[config.mk]
export PLATFORM = sky130hd
export DESIGN_NAME = circular_fifo_queue
export DESIGN_NICKNAME = d
export VERILOG_FILES = /design/src/hw/rtl/cfq_pkg.sv /design/src/hw/rtl/circular_fifo_queue.sv /design/src/hw/rtl/cfq_ram.sv
export SDC_FILE = /design/constraint.sdc
export NUM_CORES = 1
export LEC_CHECK = 0
export BUFFER_PORTS_ARGS = -buffer_cell sky130_fd_sc_hd__buf_2
export CORE_ASPECT_RATIO = 0.8
export CORE_MARGIN = 2
export CORE_UTILIZATION = 60
export DETAILED_ROUTE_END_ITERATION = 8
export PLACE_DENSITY = 0.78
export REMOVE_ABC_BUFFERS = 1
export SLEW_MARGIN = 25
export SYNTH_ARGS = -nofsm -noshare
export SYNTH_HDL_FRONTEND = slang
export SYNTH_HIERARCHICAL = 1
export SYNTH_SLANG_ARGS = --single-unit
[constraint.sdc]
create_clock -name clk_i -period 6.5 [get_ports clk_i]
set_input_delay 0.65 -clock clk_i [delete_from_list [all_inputs] [get_ports clk_i]]
set_output_delay 0.65 -clock clk_i [all_outputs]
set_load 0.005 [all_outputs]
[src/hw/rtl/cfq_pkg.sv]
// ----------------------------------------------------------------------------
// cfq_pkg
// Shared types and constants of the circular FIFO queue.
// ----------------------------------------------------------------------------
package cfq_pkg;

  localparam int unsigned DefDepth     = 16;
  localparam int unsigned DefDataWidth = 32;

  localparam int unsigned ReqWidth   = 2;
  localparam int unsigned ValueWidth = 32;
  localparam int unsigned CountWidth = 5;
  localparam int unsigned CfgIdxW    = 2;
  localparam int unsigned CfgDataW   = 5;

  localparam int unsigned StartCapReset = 16;

  typedef enum logic [ReqWidth-1:0] {
    REQ_ENQ   = 2'd0,
    REQ_DEQ   = 2'd1,
    REQ_PEEK  = 2'd2,
    REQ_CLEAR = 2'd3
  } req_e;

  typedef enum logic [1:0] {
    ST_OK       = 2'd0,
    ST_FULL     = 2'd1,
    ST_GROW_ERR = 2'd2,
    ST_EMPTY    = 2'd3
  } status_e;

  localparam logic [CfgIdxW-1:0] CFG_START_CAP = 2'd0;
  localparam logic [CfgIdxW-1:0] CFG_GROW_MODE = 2'd1;

endpackage

[src/hw/rtl/circular_fifo_queue.sv]
// ----------------------------------------------------------------------------
// circular_fifo_queue
// FIFO of data words kept in a ring of RAM entries, driven by requests.
// ----------------------------------------------------------------------------
// A request beat (req_type_i, in_value_i) is taken at a clock edge where
// start_i is high and busy_o is low. Each request is an enqueue, dequeue,
// peek or clear. Exactly one result beat follows in the next cycle, marked by
// done_o for a single cycle: status, front word, count and logical capacity.
// Requests can be issued every cycle while busy_o is low, so the throughput is
// one request per cycle; the front word comes from the registered RAM read.
// The words live in a single-port-write, registered-read RAM; pointers,
// count and capacity are flops, so all decisions use no RAM data. A word
// written in one cycle is visible to a read issued in the next cycle.
// The configuration port writes start capacity (index 0) or grow mode
// (index 1); either write empties the queue. Writes to other indexes are
// ignored. Reset empties the queue, restores the register defaults and
// holds busy_o high for the first cycle after reset is released.
// Results cannot be stalled by the receiver; it must take every beat.
// ----------------------------------------------------------------------------
module circular_fifo_queue
  import cfq_pkg::*;
#(
  parameter int unsigned DEPTH      = DefDepth,
  parameter int unsigned DATA_WIDTH = DefDataWidth
) (
  input  logic                  clk_i,
  input  logic                  rst_ni,
  input  logic                  start_i,
  output logic                  busy_o,
  input  logic [ReqWidth-1:0]   req_type_i,
  input  logic [ValueWidth-1:0] in_value_i,
  output logic                  done_o,
  output logic [1:0]            status_o,
  output logic [ValueWidth-1:0] out_value_o,
  output logic [CountWidth-1:0] item_count_o,
  output logic [CountWidth-1:0] current_capacity_o,
  input  logic                  cfg_we_i,
  input  logic [CfgIdxW-1:0]    cfg_idx_i,
  input  logic [CfgDataW-1:0]   cfg_data_i
);

  localparam int unsigned AW = (DEPTH > 1) ? $clog2(DEPTH) : 1;
  localparam int unsigned CW = $clog2(DEPTH + 1);
  localparam logic [AW-1:0] LastPos = AW'(DEPTH - 1);
  localparam logic [CW:0] DepthWide = (CW + 1)'(DEPTH);
  localparam logic [CW-1:0] CapReset =
      CW'((DEPTH < StartCapReset) ? DEPTH : StartCapReset);

  logic                busy_q;
  logic [CfgDataW-1:0] start_cap_q, start_cap_d;
  logic                grow_q, grow_d;
  logic [AW-1:0]       head_q, head_d, tail_q, tail_d;
  logic [CW-1:0]       count_q, count_d, cap_q, cap_d;
  logic [CW-1:0]       req_count, req_cap;
  logic                done_q;
  status_e             status_q, status_d;
  logic                rd_q;
  logic [CW-1:0]       res_count_q, res_cap_q;

  logic                accept;
  req_e                req;
  logic                ram_we, ram_re;
  logic [CW:0]         grown;
  logic [DATA_WIDTH-1:0] ram_rdata;
  logic                cfg_hit;
  logic [CfgDataW-1:0] cap_src;

  function automatic logic [CW-1:0] limit_cap(input logic [CfgDataW-1:0] v);
    logic [CW-1:0] r;
    if (32'(v) > DEPTH) begin
      r = CW'(DEPTH);
    end else begin
      r = CW'(v);
    end
    return r;
  endfunction

  function automatic logic [AW-1:0] next_pos(input logic [AW-1:0] p);
    logic [AW-1:0] r;
    if (p == LastPos) begin
      r = '0;
    end else begin
      r = p + AW'(1);
    end
    return r;
  endfunction

  assign accept = start_i & ~busy_q;
  assign req    = req_e'(req_type_i);
  assign grown  = (cap_q == '0) ? (CW + 1)'(1) : {cap_q, 1'b0};

  always_comb begin
    head_d    = head_q;
    tail_d    = tail_q;
    req_count = count_q;
    req_cap   = cap_q;
    status_d  = ST_OK;
    ram_we    = 1'b0;
    ram_re    = 1'b0;
    if (accept) begin
      case (req)
        REQ_ENQ: begin
          if (count_q >= cap_q && !grow_q) begin
            status_d = ST_FULL;
          end else if (count_q >= cap_q && grown > DepthWide) begin
            status_d = ST_GROW_ERR;
          end else begin
            if (count_q >= cap_q) begin
              req_cap = grown[CW-1:0];
            end
            ram_we    = 1'b1;
            tail_d    = next_pos(tail_q);
            req_count = count_q + CW'(1);
          end
        end
        REQ_DEQ, REQ_PEEK: begin
          if (count_q == '0) begin
            status_d = ST_EMPTY;
          end else begin
            ram_re = 1'b1;
            if (req == REQ_DEQ) begin
              head_d    = next_pos(head_q);
              req_count = count_q - CW'(1);
            end
          end
        end
        REQ_CLEAR: begin
          head_d    = '0;
          tail_d    = '0;
          req_count = '0;
        end
        default: begin
          status_d = ST_OK;
        end
      endcase
    end

    start_cap_d = start_cap_q;
    grow_d      = grow_q;
    cap_src     = start_cap_q;
    cfg_hit     = 1'b0;
    if (cfg_we_i && cfg_idx_i == CFG_START_CAP) begin
      start_cap_d = cfg_data_i;
      cap_src     = cfg_data_i;
      cfg_hit     = 1'b1;
    end else if (cfg_we_i && cfg_idx_i == CFG_GROW_MODE) begin
      grow_d  = cfg_data_i[0];
      cfg_hit = 1'b1;
    end

    count_d = req_count;
    cap_d   = req_cap;
    if (cfg_hit) begin
      head_d  = '0;
      tail_d  = '0;
      count_d = '0;
      cap_d   = limit_cap(cap_src);
    end
  end

  always_ff @(posedge clk_i or negedge rst_ni) begin
    if (!rst_ni) begin
      busy_q      <= 1'b1;
      start_cap_q <= CfgDataW'(StartCapReset);
      grow_q      <= 1'b0;
      head_q      <= '0;
      tail_q      <= '0;
      count_q     <= '0;
      cap_q       <= CapReset;
      done_q      <= 1'b0;
      status_q    <= ST_OK;
      rd_q        <= 1'b0;
      res_count_q <= '0;
      res_cap_q   <= '0;
    end else begin
      busy_q      <= 1'b0;
      start_cap_q <= start_cap_d;
      grow_q      <= grow_d;
      head_q      <= head_d;
      tail_q      <= tail_d;
      count_q     <= count_d;
      cap_q       <= cap_d;
      done_q      <= accept;
      status_q    <= status_d;
      rd_q        <= ram_re;
      res_count_q <= req_count;
      res_cap_q   <= req_cap;
    end
  end

  cfq_ram #(
    .Width (DATA_WIDTH),
    .Depth (DEPTH)
  ) u_ram (
    .clk_i   (clk_i),
    .we_i    (ram_we),
    .waddr_i (tail_q),
    .wdata_i (DATA_WIDTH'(in_value_i)),
    .re_i    (ram_re),
    .raddr_i (head_q),
    .rdata_o (ram_rdata)
  );

  assign busy_o             = busy_q;
  assign done_o             = done_q;
  assign status_o           = status_q;
  assign out_value_o        = rd_q ? ValueWidth'(ram_rdata) : '0;
  assign item_count_o       = CountWidth'(res_count_q);
  assign current_capacity_o = CountWidth'(res_cap_q);

endmodule

[src/hw/rtl/cfq_ram.sv]
// ----------------------------------------------------------------------------
// cfq_ram
// Generic single-clock RAM with one write port and one registered read port.
// ----------------------------------------------------------------------------
module cfq_ram #(
  parameter int unsigned Width = 32,
  parameter int unsigned Depth = 16
) (
  input  logic                                   clk_i,
  input  logic                                   we_i,
  input  logic [(Depth > 1 ? $clog2(Depth) : 1)-1:0] waddr_i,
  input  logic [Width-1:0]                       wdata_i,
  input  logic                                   re_i,
  input  logic [(Depth > 1 ? $clog2(Depth) : 1)-1:0] raddr_i,
  output logic [Width-1:0]                       rdata_o
);

  logic [Width-1:0] mem_q [Depth];
  logic [Width-1:0] rdata_q;

  always_ff @(posedge clk_i) begin
    if (we_i) begin
      mem_q[waddr_i] <= wdata_i;
    end
    if (re_i) begin
      rdata_q <= mem_q[raddr_i];
    end
  end

  assign rdata_o = rdata_q;

endmodule

======== Word-level counts from Yosys, hierarchy flattened ========
Memories as Yosys holds them, arrays and structs flattened. A register that Yosys moved wholly into a read port is not among the register bits.
Cells that the tools add are included.
storage, ports and cells
  flip-flop bits (word level) ............. 39
  RAM bits ................................ 512
  input bits .............................. 45
  output and inout port bits .............. 46
  logic and storage cells ................. 94
  memories ................................ 1
cells by class
  $add $sub $neg .......................... 4
  magnitude comparators ................... 3
  equality and inequality tests ........... 10
  multiplexer cells ....................... 45
  bitwise logic cells ..................... 3
  reduce and logical (&&, ||, !) cells .... 16
memory list
  name         depth  width  rd ports  clocked after Yosys merged registers in  write ports  RTL line       RTL
  u_ram.mem_q  16     32     1         1                                        1            cfq_ram.sv:18  logic [Width-1:0] mem_q [Depth];
operators with widths
  kind                                                            count
  2-to-1 mux 5 bit                                                14
  2-to-1 mux 4 bit                                                10
  2-to-1 mux 32 bit                                               1
  case mux 4 bit (2 select lines)                                 2
  case mux 5 bit (3 select lines)                                 1
  != test 3 bit (second input constant)                           4
  2-to-1 mux 1 bit                                                11
  logical NOT 5 bit                                               2
  adder 4 x 1 -> 4 bit (second input constant)                    2
  equality test 4 bit (second input constant)                     2
  2-to-1 mux 2 bit                                                4
  AND reduction 4 bit                                             2
  greater-than comparator 6 x 5 -> 1 bit (second input constant)  1
  2-to-1 mux 6 bit                                                1
  nonzero test 3 bit                                              2
  adder 5 x 1 -> 5 bit (second input constant)                    1
  >= comparator 5 bit                                             1
  greater-than comparator 5 bit (second input constant)           1
  subtractor 5 x 1 -> 5 bit (second input constant)               1
  equality test 2 x 1 -> 1 bit (second input constant)            2
  equality test 2 bit (second input constant)                     2
  logical AND 1 bit                                               4
  logical NOT 2 bit                                               2
  case mux 2 bit (2 select lines)                                 1
  other kinds (6)                                                 7

======== Logic depth before layout (Yosys ltp) ========
  depth after elaboration ................. 10
  gate-level depth with buffers ........... 9
  depth with buffers taken out ............ 9

======== Hierarchy ========
Netlist, hierarchy kept.
by module, submodules not included
  module               instances  cells each  area an instance (µm²)  sequential area each (µm²)
  cfq_ram              1          838         20155.6                 16335.7
  circular_fifo_queue  1          283         2504.9                  979.7

======== Least setup slack after synthesis ========
Ideal clock, no wire load.
  path kind ............................... register to register
  from .................................... reg cap_q[4]
  to ...................................... mem u_ram.mem_q[0][0], enable pin
  library setup time ...................... 0.461 ns
  arrival ................................. 4.287 ns
  data required time ...................... 6.039 ns
  path slack .............................. 1.752 ns
  stages on the path, launching flop included .. 9
  buffers on the path ..................... 0
  clock period less this slack ............ 4.748 ns
  cell sequence ........................... dfstp_2 > inv_1 > ha_1 > a21oi_1 > o21a_1 > o211ai_1 > inv_1 > or3b_2 > nor3_1
between the ends
  longest elaborated chain between the ends .. 10
  elaborated cells between the ends (all ways) .. 12
  classes of those cells .................. 2 x order compare; 7 x mux; 3 x reduce/logical
ends and longest elaborated chain
  item                                      RTL line                    RTL
  from (decl)                               circular_fifo_queue.sv:53   logic [CW-1:0] count_q, count_d, cap_q, cap_d;
  from (signal assigned)                    circular_fifo_queue.sv:169  cap_q <= CapReset;
  from (signal assigned)                    circular_fifo_queue.sv:182  cap_q <= cap_d;
  logical NOT 5 bit                         circular_fifo_queue.sv:90   assign grown = (cap_q == '0) ? (CW + 1)'(1) : {cap_q, 1'b0};
  2-to-1 mux 6 bit                          circular_fifo_queue.sv:90
  greater-than comparator 6 x 5 -> 1 bit    circular_fifo_queue.sv:105  end else if (count_q >= cap_q && grown > DepthWide) begin
  logical AND 1 bit                         circular_fifo_queue.sv:105
  2-to-1 mux 1 bit                          circular_fifo_queue.sv:105
  2-to-1 mux 1 bit *                        circular_fifo_queue.sv:103  if (count_q >= cap_q && !grow_q) begin
  2-to-1 mux 1 bit *                        circular_fifo_queue.sv:101  case (req)
  2-to-1 mux 1 bit *                        circular_fifo_queue.sv:100  if (accept) begin
  net ram_we                                circular_fifo_queue.sv:62   logic ram_we, ram_re;
  2-to-1 mux 1 bit *                        cfq_ram.sv:22               if (we_i) begin
  2-to-1 mux 1 bit (not written as such) *  cfq_ram.sv:23               mem_q[waddr_i] <= wdata_i;
  to (decl)                                 cfq_ram.sv:18
The timed path passes the listed nets; every way through them passes the cells marked *.

======== Worst setup path in the final report ========
  from .................................... reg cap_q[4]
  to ...................................... mem u_ram.mem_q[15][10], enable pin
Same word-level chain as after synthesis.

==> results.cfg <==
[run_status]
outcome = finished clean

[worst_setup_path]
worstPathMaxFanout = 17
r2r_slack_ns = 2.81
crit_type = register to register
longest_individual_stage_delay_on_the_worst_path_ns = 0.68
worst-endpoint-required_ns = 6.75
worst_setup_path_end_kind = register
r2r.worst_path.cells = 9
path_cells = inv_1, ha_1, a21oi_1, o21a_1, o211ai_1, inv_1, nand3_1, nor2_4, buf_4
worst_path_most_repeated_cell = inv_1
worst_ep_arrival_time_ns = 3.94
timing.critical_path.slowest_stage_cell = nor2_4
setup.worst_path.start_class = register

[timing]
tns_ns = 0
finalHoldViolCount = 0
setup_viol_count_final = 0
finalClockSkew_ns = 0.01445
rsz0062_at_grt = no
relSlewSlack = 0.2845
finalCritPeriodShare = 0.5674
final_critical_period_ns = 3.688
finalMaxSlewViolations = 0
clock.fmax_mhz = 271.2
worstMarginPinSlew_ns = 1.071

[power]
vdd_drop_max_mv = 0.3148
leakage_uw = 0.008402
cellPowerDensity_nw_per_um2 = 307.8

[floorplan]
top_level_ports = 91
initial_utilization = 0.6104
fp.dieArea_um2 = 39350
fp.dieW_um = 221.3
placement_rows = 63
core_outline_area_um2 = 37130
chipHeight_um = 177.8

[clock_network]
clock_latency_ns = 0.59
postCtsSetupRepairBufs = 0
cts.sinks = 583
cts_max_level = 2
cts.clk_slew.worst_paths_ns = 0.06
cts_max_path_buffers = 3
cts_tree = yes
cts_made_buffers = 53
resized_after_cts = 0
cts_root_buf = clkbuf_16
hold_buffers = 0

[yosys]
number_of_flops_mapped_to_enable_cells_by_yosys = 544
gate_count_post_synth = 1121
netlist_area_um2 = 22660
synth_area_per_cell_um2 = 20.21
synth.yosys.warnings = 6
ys_seq_elements = 583
seq_area_frac_synth = 0.7641
netlist.top_cell.by_area = edfxtp_1
yosysUniqueCellTypes = 59
synthArstFlopShare = 0.06690
synthTopCellsByArea = edfxtp_1, mux4_2, dfrtp_1
synth-main-ff-cell = edfxtp_1
synth_top_cell_area_share = 0.7209

[global_route]
first_global_vias = 11800
initial_antenna_violation_count = 1
track_usage = 0.2421
grt_pass1_wl_mm = 71.03
grt_start_max_net_pins = 104
grt_remaining_overflow = 0

[placement]
gpl.final_weighted_congestion = 0.8600
buffer_ports.inserted = 90
dpl.hpwl_mm = 26.24

[routing]
initialDrtViolationCount = 1147
detail_route.drc_violations = 0
wl_per_cell_um = 26.50
vias = 11360
ant_nets = 0
iteration_count_of_the_initial_detailed_routing_pass = 5
route.detailed.vias_per_inst = 6.431
routed_wl_mm = 46.79

[run]
max_capacitance_violation_count = 0

[final_layout]
layout.filler_cells = 2240
num-nets-final = 1291
post-route-util = 0.6925
areaGrowthSynthToFinish_pct = 13.46
drive_above_1_share = 0.2793

[hold_path]
hold_class = input pin to asynchronous set/reset pin
==> per-stage QoR <==
step	instance area [um2]	std cells	setup WS, ns	total power, uW	hold WS (ns)
2_1_floorplan	22390	1065	0.3265	4624	0.3544
3_3_place_gp	23720	1657	2.898	4805	0.4818
3_5_place_dp	23810	1661	2.799	4818	0.5004
4_1_cts	25570	1760	2.824	7941	0.2165
5_1_grt	25710	1765	2.624	8149	0.2616
6_report	25710	1766	2.812	7914	0.1944
==> cell usage in the layout, fill, tap and decap left out, drive strengths merged, types with 3 or more instances in the layout <==
master	instances
dfstp	3
o221ai	3
a21oi	10
mux2i	6
o21ai	18
a31oi	5
a21o	3
o211ai	9
o22ai	3
ha	12
dfrtp	36
buf	114
inv	21
mux4	128
nor2	25
and3	4
clkinv	22
nor2b	5
clkbuf	67
bufinv	7
nand3	13
nand2b	6
or3	4
edfxtp	544
nor3	9
nand2	60
nor4	4
a211oi	5
a22oi	66
nand4	3
and2	34
==> Yosys cell counts (2+ instances only) <==
cell type  instances
buf_4              9
nand3_1           13
nor2_1            24
or3_1              2
edfxtp_1         544
nand4_1            3
buf_1             10
buf_2              9
dfstp_2            3
nand2b_1           6
nor3_1             8
dfrtp_1           36
o21ai_0           18
and2_1            34
o21a_1             2
or4_1              2
clkbuf_1          26
a21oi_1           10
a22o_1             2
nand2_1           60
o22ai_1            3
nand3b_1           2
mux4_2           128
a21boi_0           2
mux2_2             2
o221ai_1           3
a211oi_1           3
mux2i_1            6
a22oi_1           66
and3_1             4
nor4b_1            2
nor4_1             4
a21o_1             3
nor2b_1            5
inv_1             20
o211ai_1           9
a31oi_1            5
ha_1              12
==> routing by layer <==
| metal | vias to the layer above | share of wire | GRT usage |
|---|---|---|---|
| li1 | 4848 | - | - |
| met1 | 5911 | 0.42 | 0.3581 |
| met2 | 524 | 0.49 | 0.3810 |
| met3 | 75 | 0.072 | 0.04321 |
| met4 | 0 | 0.021 | 0.06572 |
| met5 | - | 0 | 0 |
==> worst max-delay path: cells and delay by family, from the launching register on <==
| kind | cells | cell delay, ns |
|---|---|---|
| fa+ha+maj | 1 | 0.29 |
| flops | 1 | 0.60 |
| compound gates | 3 | 0.70 |
| buf+inv | 3 | 0.69 |
| simple gates | 2 | 1.04 |
==> logic make-up (layout without fill, tap and decap cells) <==
logic type,count (synthesis),count (layout),synth area share
simple gates,176,176,0.03942
flops,583,583,0.7641
fa+ha+maj,12,12,0.006626
compound gates,136,136,0.04312
xor+xnor,1,1,0.0003866
mux,136,136,0.1309
other cells,1,2,0.0001655
buf+inv,76,233,0.01529
==> final cells by class <==
cell class                      instances  area, um2  share of cell area
Sequential cell                       583      17320              0.6738
Multi-Input combinational cell        462       5137              0.1998
Clock buffer                           67       1421             0.05528
Timing Repair Buffer                  114      800.8             0.03115
Tap cell                              487      609.3             0.02370
Clock inverter                         32      341.6             0.01329
Inverter                               20      75.07            0.002920
Antenna cell                            1      2.502          0.00009733
==> worst paths after layout <==
check / from / endpoint
max: cap_q[4]$_DFF_PN1_ / u_ram/mem_q[15][10]$_DFFE_PP_
min: rst_ni / count_q[1]$_DFF_PN0_
max reg2reg: cap_q[4]$_DFF_PN1_ / u_ram/mem_q[15][10]$_DFFE_PP_
min reg2reg: start_cap_q[3]$_DFF_PN0_ / start_cap_q[3]$_DFF_PN0_
max in group asynchronous: rst_ni / head_q[0]$_DFFE_PN0P_
min in group clk_i: cfg_data_i[0] / start_cap_q[0]$_DFF_PN0_
==> registers in the layout, summed over array words and instances, names as in the netlist <==
name	cells
count_q	5
u_ram/mem_q	512
rd_q	1
tail_q	4
start_cap_q	5
u_ram/rdata_o	32
done_o	1
busy_o	1
item_count_o	5
status_o	2
head_q	4
grow_q	1
current_capacity_o	5
cap_q	5
==> where the power goes <==
group / switching (uW) / internal, uW
logic: 323 / 208
registers: 58.9 / 4180
clock network: 1320 / 1830
Power figures use the tool's default switching activity.
